**src/rtl/core/tdkr_pkg.sv**
```systemverilog
package tdkr_pkg;

  localparam int CODE_W      = 16;
  localparam int CFG_INDEX_W = 3;
  localparam int LAYER_COUNT = 4;

  localparam logic [1:0] FUNC_PRESS   = 2'd0;
  localparam logic [1:0] FUNC_RELEASE = 2'd1;
  localparam logic [1:0] FUNC_TICK    = 2'd2;
  localparam logic [1:0] FUNC_FOREIGN = 2'd3;

  localparam logic [1:0] CODE_TAP      = 2'd0;
  localparam logic [1:0] CODE_HOLD     = 2'd1;
  localparam logic [1:0] CODE_DOUBLE   = 2'd2;
  localparam logic [1:0] CODE_TAP_HOLD = 2'd3;

  localparam logic [7:0] MO_PREFIX     = 8'h52;
  localparam logic [7:0] LT_MASK       = 8'hF0;
  localparam logic [7:0] LT_PREFIX     = 8'h40;
  localparam logic [7:0] LT_LAYER_MASK = 8'h0F;
  localparam logic [4:0] LAYER_MASK    = 5'h1F;
  localparam logic [7:0] TERM_TICKS    = 8'd3;
  localparam logic [3:0] PEND_POLLS    = 4'd10;

  typedef struct packed {
    logic [1:0] func;
    logic [7:0] key_index;
    logic [7:0] now_ticks;
  } in_item_t;

  typedef struct packed {
    logic [7:0] pending_key;
    logic [4:0] hold_layer;
    logic       dance_open;
  } out_item_t;

  typedef struct packed {
    logic [CODE_W-1:0] tap;
    logic [CODE_W-1:0] hold;
    logic [CODE_W-1:0] dbl;
    logic [CODE_W-1:0] tap_hold;
  } entry_codes_t;

  typedef struct packed {
    logic       active_valid;
    logic       active_entry;
    logic       key_down;
    logic [1:0] tap_count;
    logic [7:0] start_tick;
    logic [7:0] held_key;
    logic [7:0] pending_tap;
    logic [3:0] pending_polls;
    logic [4:0] layer_held;
  } dance_state_t;

endpackage

```
**src/rtl/core/tdkr_step.sv**
```systemverilog
module tdkr_step import tdkr_pkg::*; #(
  parameter int ENTRY_COUNT = 2
) (
  input  dance_state_t cur,
  input  in_item_t     item,
  input  entry_codes_t codes,
  output dance_state_t nxt,
  output out_item_t    result
);

  logic [CODE_W-1:0] hold_kc;
  logic [CODE_W-1:0] tap_kc;
  logic [7:0]        hold_hi;
  logic [4:0]        hold_nl;
  logic              hold_is_layer;
  logic              hold_is_key;
  logic              tap_is_key;
  logic [7:0]        elapsed;
  logic              term_over;
  logic              same_entry;
  logic              do_settle;
  logic              do_emit;
  logic              do_count;
  dance_state_t      mid;

  always_comb begin
    if (cur.tap_count >= 2'd2 && codes.tap_hold != '0) begin
      hold_kc = codes.tap_hold;
    end else if (codes.hold != '0) begin
      hold_kc = codes.hold;
    end else begin
      hold_kc = codes.tap;
    end
    hold_hi = hold_kc[15:8];
    if (hold_hi == MO_PREFIX) begin
      hold_nl = hold_kc[4:0] & LAYER_MASK;
    end else if ((hold_hi & LT_MASK) == LT_PREFIX) begin
      hold_nl = 5'(hold_hi & LT_LAYER_MASK);
    end else begin
      hold_nl = '0;
    end
    hold_is_layer = (hold_nl != '0) && ({1'b0, hold_nl} < 6'(LAYER_COUNT));
    hold_is_key   = (hold_kc != '0) && (hold_hi == '0);

    if (cur.tap_count >= 2'd2 && codes.dbl != '0) begin
      tap_kc = codes.dbl;
    end else begin
      tap_kc = codes.tap;
    end
    tap_is_key = (tap_kc != '0) && (tap_kc[15:8] == '0);

    elapsed    = item.now_ticks - cur.start_tick;
    term_over  = elapsed > TERM_TICKS;
    same_entry = cur.active_valid && (item.key_index == {7'd0, cur.active_entry});
  end

  always_comb begin
    mid       = cur;
    do_settle = 1'b0;
    do_emit   = 1'b0;
    do_count  = 1'b0;
    unique case (item.func)
      FUNC_PRESS: begin
        if (item.key_index < 8'(ENTRY_COUNT)) begin
          if (!cur.active_valid) begin
            mid.active_valid = 1'b1;
            mid.active_entry = item.key_index[0];
            mid.tap_count    = 2'd1;
            mid.key_down     = 1'b1;
            mid.start_tick   = item.now_ticks;
          end else if (same_entry && !cur.key_down && cur.tap_count == 2'd1) begin
            mid.tap_count  = 2'd2;
            mid.key_down   = 1'b1;
            mid.start_tick = item.now_ticks;
          end
        end
      end
      FUNC_RELEASE: begin
        if (!same_entry) begin
          mid.held_key   = '0;
          mid.layer_held = '0;
        end else if (cur.held_key != '0 || cur.layer_held != '0) begin
          mid.held_key     = '0;
          mid.layer_held   = '0;
          mid.active_valid = 1'b0;
        end else begin
          mid.key_down = 1'b0;
        end
      end
      FUNC_TICK: begin
        if (cur.active_valid && cur.key_down && term_over) begin
          do_settle = 1'b1;
        end else begin
          do_count = 1'b1;
          if (cur.active_valid && !cur.key_down && term_over) begin
            mid.active_valid = 1'b0;
            do_emit          = tap_is_key;
          end
        end
      end
      FUNC_FOREIGN: begin
        do_settle = cur.active_valid && cur.key_down && !same_entry;
      end
      default: begin
        mid = cur;
      end
    endcase

    if (do_settle) begin
      if (hold_is_layer) begin
        mid.layer_held = hold_nl;
      end else if (hold_is_key) begin
        mid.held_key = hold_kc[7:0];
      end
    end
    if (do_emit) begin
      mid.pending_tap   = tap_kc[7:0];
      mid.pending_polls = PEND_POLLS;
    end

    nxt = mid;
    if (do_count && mid.pending_polls != '0) begin
      nxt.pending_polls = mid.pending_polls - 4'd1;
      if (mid.pending_polls == 4'd1) begin
        nxt.pending_tap = '0;
      end
    end

    result.pending_key = (nxt.held_key != '0) ? nxt.held_key : nxt.pending_tap;
    result.hold_layer  = nxt.layer_held;
    result.dance_open  = nxt.active_valid;
  end

endmodule

```
**src/rtl/core/tap_dance_key_resolver.sv**
```systemverilog
// A transaction taken at the input is held in the input register, then passes
// through the decode and update logic into the output register; a stalled output
// holds it back. One transaction per cycle while the output is not stalled: the
// input register feeds one pass of decode and update logic that writes the dance
// state and the output register. Reset (rst_n low, synchronous) clears the dance
// state, all code registers and both valid flags.
module tap_dance_key_resolver import tdkr_pkg::*; #(
  parameter int ENTRY_COUNT = 2
) (
  input  logic                   clk,
  input  logic                   rst_n,
  input  logic                   in_valid,
  output logic                   in_ready,
  input  in_item_t               in_data,
  output logic                   out_valid,
  input  logic                   out_ready,
  output out_item_t              out_data,
  input  logic                   cfg_we,
  input  logic [CFG_INDEX_W-1:0] cfg_index,
  input  logic [CODE_W-1:0]      cfg_wdata
);

  logic [CODE_W-1:0] codes_r [ENTRY_COUNT][4];

  logic         in_vld_r;
  in_item_t     in_item_r;
  logic         out_vld_r;
  out_item_t    out_item_r;
  dance_state_t state_r;
  dance_state_t state_nxt;
  out_item_t    result_nxt;
  entry_codes_t act_codes;
  logic         step_fire;

  assign step_fire = in_vld_r && (!out_vld_r || out_ready);
  assign in_ready  = !in_vld_r || step_fire;
  assign out_valid = out_vld_r;
  assign out_data  = out_item_r;

  always_comb begin
    act_codes.tap      = codes_r[state_r.active_entry][CODE_TAP];
    act_codes.hold     = codes_r[state_r.active_entry][CODE_HOLD];
    act_codes.dbl      = codes_r[state_r.active_entry][CODE_DOUBLE];
    act_codes.tap_hold = codes_r[state_r.active_entry][CODE_TAP_HOLD];
  end

  tdkr_step #(
    .ENTRY_COUNT (ENTRY_COUNT)
  ) u_step (
    .cur    (state_r),
    .item   (in_item_r),
    .codes  (act_codes),
    .nxt    (state_nxt),
    .result (result_nxt)
  );

  always_ff @(posedge clk) begin
    if (!rst_n) begin
      for (int e = 0; e < ENTRY_COUNT; e++) begin
        for (int f = 0; f < 4; f++) begin
          codes_r[e][f] <= '0;
        end
      end
    end else if (cfg_we && (int'(cfg_index[2]) < ENTRY_COUNT)) begin
      codes_r[cfg_index[2]][cfg_index[1:0]] <= cfg_wdata;
    end
  end

  always_ff @(posedge clk) begin
    if (!rst_n) begin
      in_vld_r  <= 1'b0;
      out_vld_r <= 1'b0;
      state_r   <= '0;
    end else begin
      if (in_ready) begin
        in_vld_r <= in_valid;
      end
      if (step_fire) begin
        out_vld_r <= 1'b1;
        state_r   <= state_nxt;
      end else if (out_ready) begin
        out_vld_r <= 1'b0;
      end
    end
  end

  always_ff @(posedge clk) begin
    if (in_ready && in_valid) begin
      in_item_r <= in_data;
    end
    if (step_fire) begin
      out_item_r <= result_nxt;
    end
  end

endmodule

```
**config.mk**
```make
export PLATFORM = sky130hd
export DESIGN_NAME = tap_dance_key_resolver
export DESIGN_NICKNAME = d
export VERILOG_FILES = /design/src/rtl/core/tdkr_pkg.sv /design/src/rtl/core/tdkr_step.sv /design/src/rtl/core/tap_dance_key_resolver.sv
export SDC_FILE = /design/constraint.sdc
export NUM_CORES = 1
export LEC_CHECK = 0
export BUFFER_PORTS_ARGS = -buffer_cell sky130_fd_sc_hd__buf_4
export CORE_AREA = 2 2 173 175
export CTS_CLUSTER_DIAMETER = 150
export DETAILED_ROUTE_END_ITERATION = 10
export DIE_AREA = 0 0 175 177
export HOLD_SLACK_MARGIN = 0.1
export PLACE_DENSITY = 0.61
export SLEW_MARGIN = 20
export SYNTH_ARGS = -nofsm -noshare
export SYNTH_HDL_FRONTEND = slang
export SYNTH_HIERARCHICAL = 1
export SYNTH_SLANG_ARGS = --single-unit
```
**constraint.sdc**
```tcl
create_clock -name clk -period 7 [get_ports clk]
set_clock_uncertainty 0.1 [all_clocks]
set_input_delay 0 -clock clk [delete_from_list [all_inputs] [get_ports clk]]
set_output_delay 0 -clock clk [all_outputs]
set_load 0.05 [all_outputs]
```
==> results of run 1 <==
[sequential cells by signal, indices dropped and copies added (netlist names), named ones only]
signal	count
codes_r	128
in_item_r	18
in_vld_r	1
out_data	14
out_valid	1
state_r	38
[metrics by stage]
stage	instances	hold WS (ps)	util [%]
final	1378	111	41.3
after global routing	1378	107	41.3
after detailed placement	1282	79.2	36.8
after global placement	1282	79.1	36.8
after floorplan	873	-1.13	-
after CTS	1378	101	41.3
[final timing paths]
| path | startpoint | cells after the start | end | slack (ps) |
|---|---|---|---|---|
| worst min register to register | state_r[30] | 2 | state_r[30] | 360 |
| worst min-delay path | rst_n | 2 | out_valid | 110 |
| worst max register to register | flop | 17 | out_data[10] | 1640 |
| worst max-delay path | flop | 17 | out_data[10] | 1640 |
[cell usage after synthesis, types with 9 or more instances]
| master | number | area [µm²] |
|---|---|---|
| sky130_fd_sc_hd__a21oi_1 | 17 | 85.1 |
| sky130_fd_sc_hd__and2_1 | 19 | 119 |
| sky130_fd_sc_hd__and3_1 | 22 | 138 |
| sky130_fd_sc_hd__buf_2 | 13 | 65.1 |
| sky130_fd_sc_hd__clkbuf_1 | 19 | 71.3 |
| sky130_fd_sc_hd__dfxtp_1 | 41 | 821 |
| sky130_fd_sc_hd__edfxtp_1 | 160 | 4800 |
| sky130_fd_sc_hd__ha_1 | 11 | 138 |
| sky130_fd_sc_hd__inv_1 | 21 | 78.8 |
| sky130_fd_sc_hd__mux2_2 | 67 | 754 |
| sky130_fd_sc_hd__mux2i_1 | 69 | 691 |
| sky130_fd_sc_hd__nand2_1 | 121 | 454 |
| sky130_fd_sc_hd__nand3_1 | 12 | 60.1 |
| sky130_fd_sc_hd__nor2_1 | 90 | 338 |
| sky130_fd_sc_hd__nor2b_1 | 9 | 56.3 |
| sky130_fd_sc_hd__nor3_1 | 9 | 45.0 |
| sky130_fd_sc_hd__nor4_1 | 14 | 87.6 |
| sky130_fd_sc_hd__o21ai_0 | 32 | 160 |
[power by group through the flow]
stage / registers [W] / clock network (W) / logic [W]
3_3_place_gp: 0.00140 / 0 / 0.000205
4_1_cts: 0.00138 / 0.00123 / 0.000227
3_5_place_dp: 0.00140 / 0 / 0.000206
2_1_floorplan: 0.00140 / 0 / 0.000117
5_1_grt: 0.00138 / 0.00128 / 0.000244
6_report: 0.00138 / 0.00121 / 0.000228
[per-layer routing]
metal  wire length, µm  vias to the layer above  share of wire [%]
met3              1800                       31                7.0
met1             11500                     3407                 45
li1                  -                     3373                  -
met4               328                        0                1.3
met2             11900                      254                 47
met5                 0                        -                  0
[area by class of cell]
type	instances	area [µm²]	area share, %
sequential	201	5630	46.6
multi-input combinational	597	4020	33.3
timing repair buffer	130	1120	9.27
clock buffer	25	583	4.83
tap	390	488	4.04
clock inverter	14	159	1.32
inverter	21	78.8	0.653
[cell usage in the layout (no fill, tap or decap), drive strengths merged, types with 25 or more instances in the layout]
cell type,count
nand2,122
clkbuf,25
mux2,67
dfxtp,41
mux2i,69
o21ai,36
buf,73
dlygate4sd3,57
edfxtp,160
nor2,91
[logic make-up after synthesis]
family,after synthesis,share of synthesized area (%)
AO/OA/AOI/OAI,110,7.64
AND/OR/NAND/NOR,335,16.0
buffers and inverters,75,3.89
adder cells (fa/ha/maj),12,1.57
flip-flops,201,56.1
multiplexers,136,14.4
XOR/XNOR,4,0.349
==> results.txt, run 1 <==
----------------------------------------------------
[Layout]
  Post-route cell area ... 12100 µm²
  Total inserted antenna cells ... 0
  Layout cell share with drive strength beyond 1 ... 18.6%
  Area growth from synthesis to final layout ... 20.4%
  Filler Cells Inserted ... 2720
  Final Net Count ... 1028

[Outcome]
  Status ... completed

[STA]
  Crit path setup slack, layout ... 1640 ps
  Transition at the pin with the smallest max-transition slack ... 1070 ps
  Number of hold violations in the final report ... 0
  Highest achievable clock rate ... 0.187 GHz
  RSZ-0062 raised after global routing ... no
  Clock period minus final worst setup slack ... 5360 ps
  Max-Slew Margin vs Limit ... 28.9%
  Pins over their slew limit ... 0
  Setup total negative slack ... 0 ps
  Post-route fraction of the period consumed by the critical path ... 76.6%
  Total setup violations reported at the end of the flow ... 0

[Die]
  Number of standard-cell rows in the floorplan ... 63
  Area of the core region ... 29200 µm²
  Die footprint ... 31000 µm²
  Die Ht ... 177 µm
  Starting density of the core ... 34.3%
  Horizontal die dimension ... 175 µm
  Number of I/O pins ... 58

[Global route]
  Pin count of the biggest net entering global routing ... 105
  Most congested layer reported by global routing ... met2
  Antenna violations before repair ... 0
  Vias in the first global route ... 6879
  Final global-route overflow total ... 0
  Wire length of the first global-routing pass ... 39700 µm
  Met2 Use GR ... 26.8%
  Global-route met3 utilization ... 2.73%
  Met1 capacity usage during global routing ... 23.1%
  Global routing usage summed across all routing layers ... 16.4%

[Yosys]
  Combined area of all synthesized cells ... 10000 µm²
  Async S/R FF share, synth ... 0%
  Distinct cells, synth ... 69
  Cell count after synthesis ... 873
  Post-synthesis net count ... 927
  Number of flops mapped to enable cells by yosys ... 160
  Seq/Total Area, Yosys ... 56.1%
  Number of warning messages in the yosys log ... 6
  FF+latch count, synth ... 201
  Commonest register cell after synthesis ... sky130_fd_sc_hd__edfxtp_1
  Average cell area after synthesis ... 11.5 µm²

[Detailed routing]
  Wirelength per Cell ... 18.5 µm
  Routed via count ... 7065
  Mean number of vias per cell ... 5.13
  Number of iterations in the first detailed-routing pass ... 5
  Number of nets with antenna violations after routing ... 0
  Wirelength, routed ... 25500 µm
  Post-route DRC ... 0
  Initial DRC count ... 505

[Clocking]
  Clock input transition at the sequential cells of the worst setup and hold paths ... 60 ps
  Clock latency of the later-clocked register in the worst-skew pair ... 510 ps
  CTS hold repair buffers ... 57
  TritonCTS clock tree ... done
  Number of buffers added for setup after CTS ... 0
  CTS Root Cell ... sky130_fd_sc_hd__clkbuf_16
  Post-CTS Resized ... 0
  Number of clock buffers inserted by TritonCTS ... 23
  Buffer depth of the longest clock path ... 3
  CTS sink count ... 201
  H-Tree Level Count ... 1

[Power]
  Switching power as a share of total power ... 22.5%
  Power Density ... 233 nW/µm²
  Internal power contribution ... 0.00218 W
  Maximum resistive drop on vdd ... 0.000135 V
  Fraction of power consumed by combinational cells ... 8.1%
  Clock network fraction of design power ... 43.1%
  Net switching power ... 0.000634 W
  Reg power frac ... 48.8%
  Post-layout total power ... 0.00282 W
  Cell leakage power ... 4.28 nW

[Setup path]
  Data arrival at the endpoint of the critical path ... 5600 ps
  Worst path top cell family by delay ... simple AND/OR/NAND/NOR gates
  Type of element launching the critical path ... flop
  Critical Path Fanout Max ... 24
  Worst path cell trace ... buf_4 -> mux2_2 -> nor4_1 -> a41oi_1 -> buf_4 -> a21oi_1 -> nor2_1 -> or4b_1 -> nand2_1 -> inv_1 -> ha_1 -> nand2b_1 -> nor4_1 -> o21ai_1 -> o21a_1 -> a21boi_0 -> mux2i_1
  Buffering stage count on the worst path with inverters included ... 3
  Slowest stage cell, crit path ... sky130_fd_sc_hd__or4b_1
  Endpoint type of the worst setup path ... flop
  Largest stage delay, worst path ... 910 ps
  Critical setup path kind ... reg2reg
  Worst EP required ... 7240 ps

[Run]
  Max Cap Viol ... 0

[Hold path]
  Hold Path Class ... in2reg

[Placed design]
  Port Buffers ... 57
  Dpl ws ... 1700 ps
  Cell area after placement ... 10800 µm²
  Estimated wirelength of the detail-placed design ... 17300 µm
  Global placer's final weighted congestion ... 0.884

----------------------------------------------------
No activity file was read; power rests on OpenSTA's default activity.
==> run 2: changes to the inputs <==
--- a/config.mk
+++ b/config.mk
@@ -5,13 +5,14 @@
 export SDC_FILE = /design/constraint.sdc
 export NUM_CORES = 1
 export LEC_CHECK = 0
+export ABC_AREA = 1
 export BUFFER_PORTS_ARGS = -buffer_cell sky130_fd_sc_hd__buf_4
-export CORE_AREA = 2 2 173 175
+export CORE_AREA = 2 2 176 178
 export CTS_CLUSTER_DIAMETER = 150
 export DETAILED_ROUTE_END_ITERATION = 10
-export DIE_AREA = 0 0 175 177
+export DIE_AREA = 0 0 178 180
 export HOLD_SLACK_MARGIN = 0.1
-export PLACE_DENSITY = 0.61
+export PLACE_DENSITY = 0.63
 export SLEW_MARGIN = 20
 export SYNTH_ARGS = -nofsm -noshare
 export SYNTH_HDL_FRONTEND = slang
==> constraint.sdc (replaced) <==
create_clock -name clk -period 4.4 [get_ports clk]
set_clock_uncertainty 0.1 [all_clocks]
set_input_delay 0 -clock clk [delete_from_list [all_inputs] [get_ports clk]]
set_output_delay 0 -clock clk [all_outputs]
set_load 0.05 [all_outputs]
==> run 2 against run 1 <==
Against the previous run: first-iteration DRC count is 38% higher; routed wire length rose by 1.8%; maximum frequency is 37% higher; setup slack lost 1200 ps; clock-buffer cell count increased by 3; core utilization increased by 0.41 points; synthesized area rose by 4.4%; highest routed layer unchanged.
==> results.txt, run 2 <==
----------------------------------------------------
[Yosys]
  Combined area of all synthesized cells ... 10500 µm²
  Distinct cells, synth ... 44
  Number of flops mapped to enable cells by yosys ... 160
  Synth top cells by count ... sky130_fd_sc_hd__nand2_1, sky130_fd_sc_hd__nor2_1, sky130_fd_sc_hd__inv_1
  Post-synthesis net count ... 1181
  Average cell area after synthesis ... 9.29 µm²
  Cell taking the most area after synthesis ... sky130_fd_sc_hd__edfxtp_1
  Biggest area contributors in the synthesized netlist ... sky130_fd_sc_hd__edfxtp_1, sky130_fd_sc_hd__dfxtp_1, sky130_fd_sc_hd__nand2_1
  Async S/R FF share, synth ... 0%
  FF+latch count, synth ... 201
  Number of warning messages in the yosys log ... 6
  Seq/Total Area, Yosys ... 53.7%
  Cell count after synthesis ... 1127
  Most frequent cell after synthesis ... sky130_fd_sc_hd__nand2_1
  Fraction of synthesized cell area taken by the top area cell type ... 45.9%
  Commonest register cell after synthesis ... sky130_fd_sc_hd__edfxtp_1

[Setup path]
  Worst EP required ... 4560 ps
  Logic depth of the worst register-to-register path ... 21
  Critical setup path kind ... reg2reg
  Endpoint type of the worst setup path ... flop
  Critical Path Fanout Max ... 26
  Type of element launching the critical path ... flop
  Data arrival at the endpoint of the critical path ... 4080 ps

[Die]
  Horizontal die dimension ... 178 µm
  Die Ht ... 180 µm
  Area of the core region ... 30200 µm²
  Number of I/O pins ... 58
  Starting density of the core ... 34.7%
  Die footprint ... 32000 µm²
  Number of standard-cell rows in the floorplan ... 64

[Placed design]
  Estimated wirelength of the detail-placed design ... 17400 µm
  Port Buffers ... 57
  Global placer's final weighted congestion ... 0.887
  Cell area after placement ... 11200 µm²

[STA]
  Clock period minus final worst setup slack ... 3920 ps
  Number of hold violations in the final report ... 0
  Final hold slack ... 115 ps
  Post-route fraction of the period consumed by the critical path ... 89.1%
  Highest achievable clock rate ... 0.255 GHz
  RSZ-0062 raised after global routing ... no
  Pins over their slew limit ... 0
  Setup total negative slack ... 0 ps
  Total setup violations reported at the end of the flow ... 0
  Transition at the pin with the smallest max-transition slack ... 939 ps
  Max-Slew Margin vs Limit ... 37.3%

[Layout]
  Filler Cells Inserted ... 2953
  Layout cell share with drive strength beyond 1 ... 18.7%
  Total inserted antenna cells ... 0
  Largest registers ... codes_r x128, state_r x38, in_item_r x18
  Flip-flop count of the largest register after layout ... 128
  Area growth from synthesis to final layout ... 20.2%
  Most common library cell in the layout ignoring fill and taps ... sky130_fd_sc_hd__nand2_1
  Final Net Count ... 1288
  Area of combinational cells with multiple inputs ... 3920 µm²
  Register ranked first by flip-flop count ... codes_r
  Post-route cell area ... 12600 µm²
  Core occupancy in the finished layout ... 41.7%
  Sequential cell area ... 5630 µm²
  Leading cell types in the layout, fill and taps excluded ... sky130_fd_sc_hd__nand2_1, sky130_fd_sc_hd__nor2_1, sky130_fd_sc_hd__inv_1, sky130_fd_sc_hd__edfxtp_1, sky130_fd_sc_hd__nand3_1

[Power]
  Switching power as a share of total power ... 25.8%
  Reg power frac ... 46.4%
  Power Density ... 384 nW/µm²
  Clock network fraction of design power ... 39.9%
  Cell leakage power ... 5.29 nW
  Internal power contribution ... 0.00359 W
  Fraction of power consumed by combinational cells ... 13.7%
  Net switching power ... 0.00124 W
  Maximum resistive drop on vdd ... 0.000252 V

[Detailed routing]
  Wirelength per Cell ... 15.8 µm
  Initial DRC count ... 699
  Number of nets with antenna violations after routing ... 0
  Post-route DRC ... 0
  Mean number of vias per cell ... 4.80
  Routed via count ... 7906
  Number of iterations in the first detailed-routing pass ... 5
  Wirelength, routed ... 26000 µm

[Clocking]
  CTS sink count ... 201
  Number of clock buffers inserted by TritonCTS ... 23
  Buffer depth of the longest clock path ... 3
  TritonCTS clock tree ... done
  Number of buffers added for setup after CTS ... 0
  CTS Root Cell ... sky130_fd_sc_hd__clkbuf_16
  Clock latency of the later-clocked register in the worst-skew pair ... 510 ps
  Clock input transition at the sequential cells of the worst setup and hold paths ... 60 ps
  H-Tree Level Count ... 1

[Global route]
  Wire length of the first global-routing pass ... 41600 µm
  Antenna violations before repair ... 0
  Vias in the first global route ... 7776
  Global routing usage summed across all routing layers ... 16.3%
  Final global-route overflow total ... 0
  Pin count of the biggest net entering global routing ... 78

[Outcome]
  Status ... completed

[Hold path]
  Hold Path Class ... in2reg
  Hold Path Depth ... 2

[Run]
  Max Cap Viol ... 0

----------------------------------------------------
## run 2: what timing repair did
action | 4_1_cts | 5_1_grt
endpoints found under the setup margin | 0 | 22
resized for setup | 0 | 3
hold buffers | 59 | 2
hold endpoints to repair | 215 | 2
## run 2: worst max-delay path, cell delays in order (launching register included)
cell and delay [ps]:
sky130_fd_sc_hd__dfxtp_4 460, sky130_fd_sc_hd__buf_6 290, sky130_fd_sc_hd__mux2_2 390, sky130_fd_sc_hd__nor2_1 110, sky130_fd_sc_hd__nand3_1 70, sky130_fd_sc_hd__nor2_1 90
sky130_fd_sc_hd__nand2_1 80, sky130_fd_sc_hd__nand2_2 220, sky130_fd_sc_hd__nand2_1 80, sky130_fd_sc_hd__o21ai_0 160, sky130_fd_sc_hd__nand2_1 100, sky130_fd_sc_hd__nor2_1 110
sky130_fd_sc_hd__nand2_1 50, sky130_fd_sc_hd__nand2_1 150, sky130_fd_sc_hd__nand2_1 180, sky130_fd_sc_hd__ha_1 230, sky130_fd_sc_hd__nand4_1 140, sky130_fd_sc_hd__nand2_1 170
sky130_fd_sc_hd__nor2_4 250, sky130_fd_sc_hd__nor2_1 90, sky130_fd_sc_hd__nand3_1 90, sky130_fd_sc_hd__nand2_1 50
## run 2: final timing paths
| path | startpoint | to | slack (ps) |
|---|---|---|---|
| worst max-delay path | flop | out_data[10] | 480 |
| worst min-delay path | in_data[12] | in_item_r[12] | 120 |
| worst max register to register | flop | out_data[10] | 480 |
| worst min register to register | state_r[6] | state_r[6] | 380 |
## run 2: power by group through the flow
| stage | registers, W | logic (W) | clock network (W) |
|---|---|---|---|
| floorplan | 0.00229 | 0.000428 | 0 |
| global placement | 0.00228 | 0.000604 | 0 |
| detailed placement | 0.00228 | 0.000614 | 0 |
| CTS | 0.00224 | 0.000655 | 0.00196 |
| global route | 0.00226 | 0.000733 | 0.00203 |
| finish | 0.00224 | 0.000660 | 0.00193 |
## run 2: cell type report
class | instances | area share (%)
Clock buffer | 28 | 4.72
Clock inverter | 14 | 1.28
Timing Repair Buffer | 133 | 9.21
Multi-Input combinational cell | 708 | 31.1
Tap cell | 396 | 3.94
Inverter | 167 | 4.98
Sequential cell | 201 | 44.7
## run 2: kinds of logic after synthesis
kind of cell	Yosys count	synth area share [%]
muxes	64	6.88
and+or+nand+nor	525	22.9
adders and majority gates	12	1.51
DFF	201	53.7
xor gates and xnor gates	7	0.586
buffers and inverters	218	8.85
AOI/OAI and AO/OA	100	5.58
## run 2: layer usage
metal / GRT usage [%] / part of all wire (%) / vias up
met5: 0 / 0 / -
met4: 5.34 / 2.6 / 0
met3: 2.35 / 5.4 / 52
met2: 26.4 / 46 / 218
met1: 22.5 / 46 / 3756
li1: - / - / 3880
## run 2: per-stage QoR
step	setup slack (ps)	cells	total power, W
final	479	1647	0.00483
after global routing	24.0	1647	0.00502
after CTS	368	1645	0.00486
after detailed placement	366	1544	0.00290
after global placement	459	1544	0.00289
after floorplan	973	1127	0.00271
